===== config.mk =====
export PLATFORM = sky130hd
export DESIGN_NAME = regsc_back
export DESIGN_NICKNAME = d
export VERILOG_FILES = /design/src/rtl/regsc_pkg.sv /design/src/rtl/regsc_back.sv
export SDC_FILE = /design/constraint.sdc
export NUM_CORES = 1
export LEC_CHECK = 0
export CAP_MARGIN = 5
export CORE_MARGIN = 2
export CORE_UTILIZATION = 60
export CTS_BUF_LIST = sky130_fd_sc_hd__clkbuf_8
export DETAILED_ROUTE_END_ITERATION = 6
export DONT_BUFFER_PORTS = 1
export PLACE_DENSITY = 0.76
export SYNTH_ARGS = -nofsm -noshare
export SYNTH_HDL_FRONTEND = slang
export SYNTH_SLANG_ARGS = --single-unit

===== constraint.sdc =====
create_clock -name clk -period 13 [get_ports clk]
set_input_delay 1.3 -clock clk [delete_from_list [all_inputs] [get_ports clk]]
set_output_delay 1.3 -clock clk [all_outputs]
set_load 0.02 [all_outputs]

===== src/rtl/regsc_pkg.sv =====
// Shared types and constants of the regex structure checker.
package regsc_pkg;

    // Beat types on the external channels.
    typedef struct packed {
        logic [7:0] ch;
        logic       last;
    } in_beat_t;

    typedef struct packed {
        logic        simple;
        logic        balanced;
        logic [15:0] nesting_depth;
        logic [15:0] bar_count;
        logic        long_part;
    } out_beat_t;

    // Pattern bytes that carry structure.
    localparam logic [7:0] CH_BSLASH = 8'h5C;
    localparam logic [7:0] CH_LBRACK = 8'h5B;
    localparam logic [7:0] CH_RBRACK = 8'h5D;
    localparam logic [7:0] CH_LPAREN = 8'h28;
    localparam logic [7:0] CH_RPAREN = 8'h29;
    localparam logic [7:0] CH_LBRACE = 8'h7B;
    localparam logic [7:0] CH_RBRACE = 8'h7D;
    localparam logic [7:0] CH_BAR    = 8'h7C;

    // Structural operation of one character as seen by the back end.
    localparam logic [2:0] OP_NONE   = 3'd0;
    localparam logic [2:0] OP_POPEN  = 3'd1;
    localparam logic [2:0] OP_PCLOSE = 3'd2;
    localparam logic [2:0] OP_BOPEN  = 3'd3;
    localparam logic [2:0] OP_BCLOSE = 3'd4;

    typedef struct packed {
        logic [2:0] op;
        logic       bar;
        logic       last;
    } tok_t;

    // Limit registers as seen by the back end.
    typedef struct packed {
        logic [15:0] depth_limit;
        logic [15:0] bar_limit;
        logic [15:0] part_limit;
    } cfg_t;

    // Register indexes on the configuration port.
    localparam logic [1:0] REG_DEPTH_LIMIT = 2'd0;
    localparam logic [1:0] REG_BAR_LIMIT   = 2'd1;
    localparam logic [1:0] REG_PART_LIMIT  = 2'd2;

    localparam logic [15:0] DEPTH_LIMIT_RST = 16'd5;
    localparam logic [15:0] BAR_LIMIT_RST   = 16'd20;
    localparam logic [15:0] PART_LIMIT_RST  = 16'd1000;

    // Width of the parenthesis and brace levels.
    localparam int LEVEL_W = 17;

    // Queue depths; both must be powers of two, at least two.
    localparam int TOK_QUEUE_DEPTH = 2;
    localparam int RES_QUEUE_DEPTH = 2;

endpackage


===== src/rtl/regsc_back.sv =====
// Back end: level, depth, bar and part-length counters and the final verdict.
module regsc_back
    import regsc_pkg::*;
#(
    parameter int COUNT_WIDTH = 16
)
(
    input  logic      clk,
    input  logic      rst_n,
    input  cfg_t      cfg,
    input  logic      tok_empty,
    input  tok_t      tok_head,
    output logic      tok_pop,
    input  logic      res_full,
    output logic      res_push,
    output out_beat_t res
);

    localparam int CW    = COUNT_WIDTH;
    localparam int CMP_W = (CW > LEVEL_W) ? CW : LEVEL_W;
    localparam logic [CW-1:0]      CNT_MAX = '1;
    localparam logic [LEVEL_W-1:0] LVL_MAX = '1;

    logic [LEVEL_W-1:0] paren_reg;
    logic [LEVEL_W-1:0] paren_next;
    logic [LEVEL_W-1:0] paren_inc;
    logic [LEVEL_W-1:0] brace_reg;
    logic [LEVEL_W-1:0] brace_next;
    logic               neg_reg;
    logic               neg_next;
    logic [CW-1:0]      depth_reg;
    logic [CW-1:0]      depth_next;
    logic [CW-1:0]      bars_reg;
    logic [CW-1:0]      bars_next;
    logic [CW-1:0]      part_reg;
    logic [CW-1:0]      part_next;
    logic               long_reg;
    logic               long_next;
    logic               bal;

    // A token that ends a pattern waits until the result queue has room.
    assign tok_pop  = !tok_empty && (!tok_head.last || !res_full);
    assign res_push = tok_pop && tok_head.last;

    always_comb
    begin
        paren_next = paren_reg;
        brace_next = brace_reg;
        neg_next   = neg_reg;
        depth_next = depth_reg;
        paren_inc  = (paren_reg == LVL_MAX) ? paren_reg : LEVEL_W'(paren_reg + 1'b1);
        case (tok_head.op)
            OP_POPEN:
            begin
                paren_next = paren_inc;
                if (CMP_W'(paren_inc) > CMP_W'(depth_reg))
                begin
                    depth_next = (CMP_W'(paren_inc) > CMP_W'(CNT_MAX)) ? CNT_MAX
                                                                       : CW'(paren_inc);
                end
            end
            OP_PCLOSE:
            begin
                if (paren_reg == '0)
                begin
                    neg_next = 1'b1;
                end
                else
                begin
                    paren_next = LEVEL_W'(paren_reg - 1'b1);
                end
            end
            OP_BOPEN:
            begin
                brace_next = (brace_reg == LVL_MAX) ? brace_reg
                                                    : LEVEL_W'(brace_reg + 1'b1);
            end
            OP_BCLOSE:
            begin
                if (brace_reg == '0)
                begin
                    neg_next = 1'b1;
                end
                else
                begin
                    brace_next = LEVEL_W'(brace_reg - 1'b1);
                end
            end
            default:
            begin
                paren_next = paren_reg;
            end
        endcase

        // Every bar counts, escaped or not, and starts a new alternative.
        bars_next = bars_reg;
        part_next = part_reg;
        long_next = long_reg;
        if (tok_head.bar)
        begin
            bars_next = (bars_reg == CNT_MAX) ? bars_reg : CW'(bars_reg + 1'b1);
            part_next = '0;
        end
        else
        begin
            part_next = (part_reg == CNT_MAX) ? part_reg : CW'(part_reg + 1'b1);
            if (CMP_W'(part_next) > CMP_W'(cfg.part_limit))
            begin
                long_next = 1'b1;
            end
        end

        bal = !neg_next && (paren_next == '0) && (brace_next == '0);
        res.balanced      = bal;
        res.long_part     = long_next;
        res.nesting_depth = 16'(depth_next);
        res.bar_count     = 16'(bars_next);
        res.simple        = bal && !long_next
                            && (CMP_W'(depth_next) <= CMP_W'(cfg.depth_limit))
                            && (CMP_W'(bars_next) <= CMP_W'(cfg.bar_limit));
    end

    always_ff @(posedge clk or negedge rst_n)
    begin
        if (!rst_n)
        begin
            paren_reg <= '0;
            brace_reg <= '0;
            neg_reg   <= 1'b0;
            depth_reg <= '0;
            bars_reg  <= '0;
            part_reg  <= '0;
            long_reg  <= 1'b0;
        end
        else if (tok_pop)
        begin
            if (tok_head.last)
            begin
                paren_reg <= '0;
                brace_reg <= '0;
                neg_reg   <= 1'b0;
                depth_reg <= '0;
                bars_reg  <= '0;
                part_reg  <= '0;
                long_reg  <= 1'b0;
            end
            else
            begin
                paren_reg <= paren_next;
                brace_reg <= brace_next;
                neg_reg   <= neg_next;
                depth_reg <= depth_next;
                bars_reg  <= bars_next;
                part_reg  <= part_next;
                long_reg  <= long_next;
            end
        end
    end

endmodule


# Word level (Yosys, flattened, before mapping)
# Index checks and enable logic that the tools add are counted.
[totals] reg_bits=84 latch_bits=0 ramBits=0 romBits=0 in_bits=57 n_memories=0
[classes] n_addsub=6 mul=0 div=0 magnitude_cmp=5 eq_ne=8 shifts=0 mux=25 bitwise_logic=0 n_reduce_logical=17
[op_table] operator="$mux 16" count=10
[op_table] operator="$mux 17" count=6
[op_table] operator="$logic_not 17->1" count=4
[op_table] operator="$pmux 17 s2" count=2
[op_table] operator="$add 17x1->17 const B" count=2
[op_table] operator="$eq 17x17->1 const B" count=2
[op_table] operator="$sub 17x1->17 const B" count=2
[op_table] operator="$add 16x1->16 const B" count=2
[op_table] operator="$eq 16x16->1 const B" count=2
[op_table] operator="$le 16x16->1" count=2
[op_table] operator="$gt 17x16->1" count=1
[op_table] operator="$gt 17x16->1 const B" count=1
[op_table] operator="$gt 16x16->1" count=1
[op_table] operator="$logic_and 1x1->1" count=7
[op_table] operator="$eq 3x2->1 const B" count=2
[op_table] operator="$mux 1" count=6
[op_table] operator="$logic_not 1->1" count=5
[op_table] operator="$eq 3x1->1 const B" count=1
[op_table] operator="$eq 3x3->1 const B" count=1
[op_table] operator="$pmux 1 s2" count=1
[op_table] operator="$logic_or 1x1->1" count=1

# Depth between registers and ports, before layout
# Gate-level depths: netlist (run 1).
[depth] ltp_word=9 mapped_depth=26

# Worst setup path before layout (run 1)
# Ideal clock, no wire load.
[synth_path] kind="reg2out" from="reg paren_reg[1]" to="out res[34] (netlist name)" t_arrival_ns=5.580 required_time_ns=11.700 setup_slack_ns=6.120 stages_incl_launch_ff=26 path_buffers=2 path_cell_list="dfrtp_1 -> ha_1 -> buf_2 -> nand4_4 -> nor4_4 -> nor3_1 -> xor2_1 -> ha_1 -> nand4_1 -> nor3_1 -> nor2_1 -> a21boi_0 -> o31ai_1 -> a21oi_1 -> clkbuf_1 -> nor2_1 -> a21oi_1 -> ha_1 -> nor2b_1 -> o21a_1 -> o21ai_0 -> a21oi_1 -> a2111oi_0 -> o21ai_0 -> a211o_1 -> nor4_2"
[synth_rtl] item="start, declared" line="regsc_back.sv:24" rtl="logic [LEVEL_W-1:0] paren_reg;"
[synth_rtl] item="start signal, assigned" line="regsc_back.sv:149" rtl="paren_reg <= paren_next;"
[synth_rtl] item="end, declared" line="regsc_back.sv:16" rtl="output out_beat_t res"

==> run summary, run 1 <==
The run finished with clean final reports. The die area is between 10,000 and 15,000 um2. Yosys printed 0 warnings. The number of buffers inserted for hold repair after clock tree synthesis came out at 0. The number of max-cap violations is 0. The worst reg2reg path depth is 15. The number of global-route vias before repair is around 7,100. The post-placement setup slack came out at roughly 5.2 ns. The global router's overall resource usage came out at 0.304.

The post-placement cell area came out at between 8000 and 9000 um2. The worst register-to-register path ends at depth_reg[7]$_DFFE_PN0P_. The final route contains approximately 7,500 vias. Setup repair after global routing left no endpoint under its margin.

The category of the critical setup timing path is reg2out. The final setup skew is 0.00949 ns. The standard-cell row count is 42. The synthesized-area fraction occupied by adder cells is 0.108. The post-layout worst setup margin is between 4 and 5 ns. The startpoint identified for the worst register-to-register timing path is paren_reg[0]$_DFFE_PN0P_. The final cycle utilization of the critical path came out at 0.636. Setup violations remaining at the end of the flow were counted as 0. In this run the remaining antenna-violating nets after routing total 0. The final critical delay including setup and external delays came out at just over 8 ns. The starting DRC count in detailed routing came out at just under 700. The die boundary height is ~120 um. The total overflow left after global routing is 0. No sink is reached through more buffers than the 2 on the longest clock path. The final design utilization is 0.628. The tree is rooted in a sky130_fd_sc_hd__clkbuf_8.

The share of flip-flops with an asynchronous set or reset after synthesis is 1.00. The pin count of the biggest net entering global routing is between 80 and 90. For this run, the leading register cell type out of synthesis is sky130_fd_sc_hd__dfrtp_1. The register-to-register setup slack came out at approximately 8.3 ns.

The initial core utilization is 0.613. The post-synthesis mux area share came out at 0.0203. The filler cell count in the final layout came out at roughly 1,200. STA classifies the critical path endpoint as a primary output. In this run the mean area of a mapped cell was 7.94 um2. The fraction of the mapped netlist area in compound gates came out at 0.232. The peak ir drop on the vdd network is about 0.10 mV. Buffers added to address setup during post-CTS repair amount to 0.

The first global-routing pass estimated roughly 35,000 um of wire. The finished cells cover 8280 um2. The CTS sink count came out at 84. The worst setup path is launched from a register. The number of cells produced by synthesis is 1,018.

The die width came out at between 100 and 150 um. After clock tree synthesis, the repair step resized 0 gates. Detailed placement ended at an HPWL of about 16,000 um.

The largest driver fanout on the critical path came out at 27. The synthesis-stage register bit count is 84. The layout net count came out at around 1,100. The clock slew at the register clock pins of the worst setup and hold paths came out at roughly 0.09 ns. The congestion estimate from routability-driven global placement came to around 0.96. The worst-case hold path end point is part_reg[8]$_DFFE_PN0P_. The number of max-slew violations in the final report came out at 0.

The xor-xnor portion of the synthesized cell area is 0.0455. The ratio of total power to cell area came out at 122 nW/um2. The number of nets in the synthesized netlist is between 1,000 and 1,500. For this run, design rule violations remaining after detail routing come to 0.

Yosys mapped the design onto a little over 80 distinct sky130hd cell types. The leakage power total is about 3.7 nW. The layout-stage area growth over the synthesis result came out at 2.43%. Registers take 2100 um2. By count the netlist is led by sky130_fd_sc_hd__nand2_1, sky130_fd_sc_hd__dfrtp_1, sky130_fd_sc_hd__inv_1. By area, the combinational part of the netlist is dominated by simple AND/OR/NAND/NOR gates. The maximum operating frequency is around 0.12 GHz. The summed negative setup slack over all endpoints is 0 ns. Headroom to the max-slew limit came out at 0.241.

The transition time of the tightest slew-check pin came out at around 1.1 ns. STA puts the critical path data arrival time at roughly 7 ns. The total routed wirelength is about 21,000 um.

In the final routed layout, each cell accounts on average for roughly 18 um. The initial antenna violation count was 0. The required arrival time at the worst endpoint is 11.70 ns. After floorplanning, the core was sized to cover 13,200 um2.

Counting instances, the worst hold path has a depth of 1. The area share of the leading cell type in the synthesized netlist is 0.260. The H-tree depth came out at 3. The most area-hungry cell type in the Yosys netlist is sky130_fd_sc_hd__dfrtp_1. The overall power of the completed layout came out at 0.00101 W. The simple-gate area share of the yosys netlist came out at 0.261. sky130_fd_sc_hd__nand2_1 is the most common cell in the netlist. The post-synth design cell area came out at a little over 8000 um2. In this run the tool buffered the top-level ports with 0 buffer cells. Before antenna repair, the detailed router went through 5 iterations.

The fraction of final layout cells sized beyond drive strength 1 came out at 0.0561. TritonCTS built the clock tree. The latest clock arrival within the worst-skew pair came out at 0.38 ns. By area the synthesized netlist is led by sky130_fd_sc_hd__dfrtp_1, sky130_fd_sc_hd__ha_1, sky130_fd_sc_hd__o21ai_0.

Of the synthesized area, sequential elements account for 0.260. 94 I/O pins were placed. The hold violation count in the final report came to 0. The multi-input logic area is 5400 um2. The number of CTS-inserted buffers came out at 9.

The type of the tightest min-delay check is reg2reg. The diode insertion count for antenna repair came out at 0. Dividing the detail-routed via count by the number of cells gives 6.49.

The worst hold path begins at part_reg[8]$_DFFE_PN0P_. The count of flip-flops with a built-in enable after synthesis came out at 0.
critical path, cell delays in order (launching register included):
cell                        delay [ns]
sky130_fd_sc_hd__dfrtp_1          0.54
sky130_fd_sc_hd__ha_1             0.39
sky130_fd_sc_hd__nand4_4          0.20
sky130_fd_sc_hd__nor4_4           0.57
sky130_fd_sc_hd__nor3_1           0.12
sky130_fd_sc_hd__xor2_1           0.20
sky130_fd_sc_hd__ha_1             0.32
sky130_fd_sc_hd__nand4_1          0.15
sky130_fd_sc_hd__nor3_1           0.20
sky130_fd_sc_hd__nor2_1           0.05
sky130_fd_sc_hd__a21boi_0         0.21
sky130_fd_sc_hd__o31ai_1          0.14
sky130_fd_sc_hd__a21oi_2          0.83
sky130_fd_sc_hd__nor2_1           0.07
sky130_fd_sc_hd__a21oi_1          0.47
sky130_fd_sc_hd__ha_1             0.34
sky130_fd_sc_hd__nor2b_1          0.13
sky130_fd_sc_hd__o21a_1           0.16
sky130_fd_sc_hd__o21ai_0          0.14
sky130_fd_sc_hd__a21oi_1          0.09
sky130_fd_sc_hd__a2111oi_0        0.31
sky130_fd_sc_hd__o21ai_0          0.13
sky130_fd_sc_hd__a211o_1          0.37
sky130_fd_sc_hd__nor4_2           0.44
area by class of cell:
type | instances | area share
Sequential cell | 84 | 0.254
Multi-Input combinational cell | 791 | 0.652
Clock inverter | 5 | 0.00725
Timing Repair Buffer | 7 | 0.00635
Clock buffer | 10 | 0.0166
Inverter | 83 | 0.0376
Tap cell | 176 | 0.0266
per-layer routing:
layer / track usage / vias up / wire length, um
met5: 0 / - / 0
met4: 0.101 / 0 / 577
met3: 0.0637 / 45 / 1460
met2: 0.480 / 280 / 9510
met1: 0.416 / 3527 / 9560
li1: - / 3653 / -
logic make-up (layout without fill, tap and decap cells):
| logic type | Yosys count | in the layout |
|---|---|---|
| flops | 84 | 84 |
| simple gates | 387 | 387 |
| fa+ha+maj | 70 | 70 |
| buf+inv | 143 | 105 |
| xor+xnor | 42 | 42 |
| compound gates | 276 | 276 |
| mux | 16 | 16 |
power breakdown:
group / total [W] / internal (W) / leakage (nW) / switching [W]
Sequential: 0.000371 / 0.000290 / 1.15 / 0.0000808
Clock: 0.000199 / 0.0000937 / 0.0987 / 0.000105
Combinational: 0.000439 / 0.000173 / 2.50 / 0.000266
Total: 0.00101 / 0.000557 / 3.75 / 0.000452
cells in the final DEF (no fill, tap or decap), types with 4 or more instances in the layout:
cell,n
sky130_fd_sc_hd__nand2_1,89
sky130_fd_sc_hd__dfrtp_1,84
sky130_fd_sc_hd__inv_1,83
sky130_fd_sc_hd__nor2_1,78
sky130_fd_sc_hd__o21ai_0,71
sky130_fd_sc_hd__ha_1,70
sky130_fd_sc_hd__a21oi_1,52
sky130_fd_sc_hd__nand3_1,39
sky130_fd_sc_hd__nor3_1,32
sky130_fd_sc_hd__nand4_1,27
sky130_fd_sc_hd__xnor2_1,27
sky130_fd_sc_hd__a22o_1,27
sky130_fd_sc_hd__and4_1,20
sky130_fd_sc_hd__nor4_1,17
sky130_fd_sc_hd__xor2_1,15
sky130_fd_sc_hd__a21o_1,15
sky130_fd_sc_hd__o21a_1,13
sky130_fd_sc_hd__mux2i_1,13
sky130_fd_sc_hd__and2_1,11
sky130_fd_sc_hd__and3_1,10
sky130_fd_sc_hd__or3_1,10
sky130_fd_sc_hd__clkbuf_8,10
sky130_fd_sc_hd__nor2b_1,9
sky130_fd_sc_hd__o22ai_1,9
sky130_fd_sc_hd__o31ai_1,8
sky130_fd_sc_hd__a211oi_1,8
sky130_fd_sc_hd__o2bb2ai_1,8
sky130_fd_sc_hd__a31oi_1,7
sky130_fd_sc_hd__buf_4,7
sky130_fd_sc_hd__a221o_1,6
sky130_fd_sc_hd__nand2b_1,5
sky130_fd_sc_hd__or2_2,5
sky130_fd_sc_hd__nor3b_1,4
sky130_fd_sc_hd__nor4_2,4
sky130_fd_sc_hd__o21ai_1,4
stage by stage:
| stage | std cells | hold WS, ns |
|---|---|---|
| final | 1156 | 0.496 |
| after global routing | 1156 | 0.520 |
| after CTS | 1156 | 0.499 |
| after detailed placement | 1141 | 0.487 |
| after global placement | 1141 | 0.475 |
| after floorplan | 1018 | 0.455 |
how the worst max path moves through the flow:
stage | from | end | slack, ns | cells after the start
2_1_floorplan | paren_reg[1]$_DFFE_PN0P_ | res[34] | 6.12 | 25
3_3_place_gp | paren_reg[0]$_DFFE_PN0P_ | res[34] | 5.38 | 23
3_5_place_dp | paren_reg[0]$_DFFE_PN0P_ | res[34] | 5.24 | 23
4_1_cts | paren_reg[0]$_DFFE_PN0P_ | res[34] | 4.81 | 23
5_1_grt | paren_reg[2]$_DFFE_PN0P_ | res[34] | 4.27 | 23
6_report | paren_reg[0]$_DFFE_PN0P_ | res[34] | 4.73 | 23
(Power assumes the default switching activity.)
==> inputs of run 2 (changes only) <==
--- a/config.mk
+++ b/config.mk
@@ -5,6 +5,7 @@
 export SDC_FILE = /design/constraint.sdc
 export NUM_CORES = 1
 export LEC_CHECK = 0
+export ABC_AREA = 1
 export CAP_MARGIN = 5
 export CORE_MARGIN = 2
 export CORE_UTILIZATION = 60
==> constraint.sdc (replaced) <==
create_clock -name clk -period 8.6 [get_ports clk]
set_input_delay 0.86 -clock clk [delete_from_list [all_inputs] [get_ports clk]]
set_output_delay 0.86 -clock clk [all_outputs]
set_load 0.02 [all_outputs]
==> run 2 against run 1 <==
Critical endpoint unchanged. Total power up 24%. Critical path type unchanged. Setup slack got worse by 2.8 ns. Highest routed layer unchanged. Critical path depth rose by 6. Sequential share of layout area is 1.3 points lower. Area after synthesis increased by 5.4%. Non-clock buffer count shrank 5.
==> run summary, run 2 <==
Among the stages of the critical path, the cell type that occurs most often is sky130_fd_sc_hd__nand2_1. Setup repair after global routing left no endpoint under its margin. Yosys attributes the largest share of cell area to sky130_fd_sc_hd__dfrtp_1, sky130_fd_sc_hd__nand2_1, sky130_fd_sc_hd__ha_1. The die boundary height came out at 123 um (+2.6%). The endpoint class of the critical path is a primary output. The type of the tightest min-delay check is in2async.

The count of buffers added by post-CTS timing repair for setup is 0 (unchanged). The count of flip-flops with a built-in enable after synthesis came out at 0 (unchanged). The starting DRC count in detailed routing came to 850 (+25%). The final count of negative-setup-slack endpoints is 0 (unchanged). The number of nets in the synthesized netlist came out at 1,462 (+28%). The synthesis warning total is 0 (unchanged). The clock slew at the register clock pins of the worst setup and hold paths came out at 0.08 ns (about the same). The final critical delay including setup and external delays came out at roughly 6.6 ns. The detailed placer's ending HPWL was 16,900 um (+7.8%). The total routed wirelength is 22,300 um (+5.9%). The overall power of the completed layout came to 0.00125 W (+24%). The required arrival time at the worst endpoint was 7.74 ns (-3.96 ns). The number of I/O pins is 94 (unchanged). The first-pass GRT wire length is 37,100 um (+4.9%). The commonest cells after synthesis are sky130_fd_sc_hd__nand2_1, sky130_fd_sc_hd__inv_1, sky130_fd_sc_hd__nand3_1, sky130_fd_sc_hd__nor2_1, sky130_fd_sc_hd__dfrtp_1. The placer's final routability congestion estimate came out at 0.954 (-0.18%).

The hold violation count in the final report came out at 0 (unchanged). The latest clock arrival within the worst-skew pair is 0.38 ns (about the same). The critical path in this run is classified as reg2out. The mean cell area of the mapped netlist was 6.38 um2 (-20%).

The data arrival time of the critical path came out at 5.78 ns (-1.19 ns). The flow ran to the end, and the final reports show no timing, DRC or antenna violations. The slowest stage of the critical path is the sky130_fd_sc_hd__dfrtp_1 cell. The cell count after placement is 1,473 (+29%). The quantity of gates resized following cts is 0 (unchanged). The worst reg2reg path depth is 21 (+6). The standard-cell row count was 43 (+2.4%). The H-tree depth came out at 3 (unchanged). The initial core utilization came out at 0.614 (+0.000968). The post-route antenna net violation count is 0 (unchanged).

The multi-input logic area is 5390 um2 (about the same). The pin count of the biggest net entering global routing came out at 85 (unchanged). The number of max-cap violations came out at 0 (unchanged). The fraction of final layout cells sized beyond drive strength 1 came out at 0.0481 (-0.00799).

The most common library cell in the layout ignoring fill and taps is sky130_fd_sc_hd__nand2_1. The area share of the leading cell type in the synthesized netlist came out at 0.247 (-0.0133). The final design utilization came out at 0.627 (about the same). The cell sitting at the root of the clock tree is a sky130_fd_sc_hd__clkbuf_8.

The kind of cell adding the most delay to the critical path is simple AND/OR/NAND/NOR gates. The number of CTS-inserted buffers was 9 (unchanged). The final setup skew came out at 0.0152 ns (+0.00574 ns). The diode insertion count for antenna repair came out at 0 (unchanged). The number of global-route vias before repair is 7,705 (+8.5%). In the synthesized netlist the dominant register cell turns out to be sky130_fd_sc_hd__dfrtp_1. The number of distinct library cells after synthesis is 48 (-42%). The maximum operating frequency came out at 0.151 GHz. The number of cells produced by synthesis came out at 1,335 (+31%).

The maximum buffer depth of the clock tree came out at 2 (unchanged). The number of max-slew violations in the final report came out at 0 (unchanged). The number of buffers inserted for hold repair after clock tree synthesis was 0 (unchanged).

The worst register-to-register path ends at depth_reg[0]$_DFFE_PN0P_. The peak ir drop on the vdd network is 0.0643 mV (-36%). The number of buffer and inverter instances along the worst setup path came to 2 (+2).

The summed negative setup slack over all endpoints came out at 0 ns (unchanged). The mean routed wirelength per cell came to 15.0 um (-18%). The worst setup path is launched from a register.

The combined flip-flop and latch cell area came out at 2100 um2 (unchanged). The minimum hold slack came out at 0.168 ns (-0.328 ns). The die area is 15,200 um2 (+5.2%). The filler cell count in the final layout is 1,366 (+16%). The layout net count came to 1,431 (+30%). In the layout the commonest cells are sky130_fd_sc_hd__nand2_1, sky130_fd_sc_hd__inv_1, sky130_fd_sc_hd__nand3_1.

The post-synth design cell area is 8520 um2 (+5.4%). The delay of the slowest cell on the worst path came out at 0.49 ns (-0.34 ns). The die width is 123 um (+2.6%). The fraction of the yosys area taken by sequential cells is 0.247 (-0.0133). The synthesis-stage register bit count came to 84 (unchanged). The average via count per standard cell came out at 5.76 (-11%). From synthesis to final layout, the design area changed by 2.22%.

The register-to-register setup slack is 4.56 ns (-3.70 ns). The transition time of the tightest slew-check pin is 1.08 ns (-0.0555 ns). The count of buffers from port buffering came out at 0 (unchanged). In this run the critical register-to-register path is launched from paren_reg[0]$_DFFE_PN0P_. The number of remaining DRC errors came out at 0 (unchanged).

TritonCTS built the clock tree. The total overflow reported by the global router came out at 0 (unchanged). The leakage power total is 4.61 nW (+23%). Yosys instantiated no cell more often than sky130_fd_sc_hd__nand2_1. The max-slew headroom at the worst pin is 0.280 (+0.0390).

The share of flip-flops with an asynchronous set or reset after synthesis came to 1.00 (unchanged). The largest driver fanout on the critical path is 20 (-26%). The initial antenna violation count is 0 (unchanged). The CTS sink count is 84 (unchanged). The total number of vias came out at 8,577 (+14%). The number of iterations in the first detailed-routing pass is 6 (+1).

The ratio of total power to cell area came out at 143 nW/um2 (+18%). The final cell count without fillers came out at 1,489 (+29%). The global router's overall resource usage is 0.307 (+0.00245). The biggest area contributor in the post-synthesis netlist is sky130_fd_sc_hd__dfrtp_1. Dividing the final minimum period by the clock period gives 0.773.

The core footprint was 13,900 um2 (+5.2%).
## run 2: power by group
| group | internal [W] | leakage [nW] | switching, W |
|---|---|---|---|
| Clock | 0.000131 | 0.101 | 0.000157 |
| Combinational | 0.000160 | 3.36 | 0.000337 |
| Sequential | 0.000420 | 1.15 | 0.0000423 |
## run 2: per-stage QoR
step | area, um2 | setup slack, ns
floorplan | 8520 | 3.72
global placement | 8520 | 2.56
detailed placement | 8520 | 2.43
CTS | 8710 | 2.02
global route | 8710 | 1.49
finish | 8710 | 1.96
## run 2: layer usage
metal,wire (um),global-route usage,share of wire
met5,0,0,0
met3,1570,0.0480,0.070
met1,10500,0.440,0.47
met2,9850,0.477,0.44
met4,423,0.0923,0.019
## run 2: cell type report
class                           instances  share of cell area
Sequential cell                        84               0.241
Multi-Input combinational cell        997               0.619
Inverter                              210              0.0905
Clock inverter                          7             0.00690
Timing Repair Buffer                    2             0.00172
Tap cell                              180              0.0259
Clock buffer                            9              0.0142
## run 2: how the worst max path moves through the flow
stage                             startpoint      end  cells past startpoint
floorplan           paren_reg[1]$_DFFE_PN0P_  res[34]                     30
global placement    paren_reg[0]$_DFFE_PN0P_  res[34]                     29
detailed placement  paren_reg[0]$_DFFE_PN0P_  res[34]                     29
CTS                 paren_reg[0]$_DFFE_PN0P_  res[34]                     29
global route        paren_reg[0]$_DFFE_PN0P_  res[34]                     30
finish              paren_reg[0]$_DFFE_PN0P_  res[34]                     29
## run 2: kinds of logic after synthesis
family	count (synthesis)	share of synthesized area
adders and majority gates	70	0.103
AOI/OAI and AO/OA	158	0.110
buffers and inverters	254	0.121
DFF	84	0.247
and+or+nand+nor	738	0.388
xor gates and xnor gates	31	0.0319
## run 2: worst reg2reg max path, delay by kind of cell (launching register included)
kind / cells / cell delay, ns
DFF: 1 / 0.49
and+or+nand+nor: 16 / 2.41
buffers and inverters: 2 / 0.20
AOI/OAI and AO/OA: 1 / 0.35
adders and majority gates: 2 / 0.50
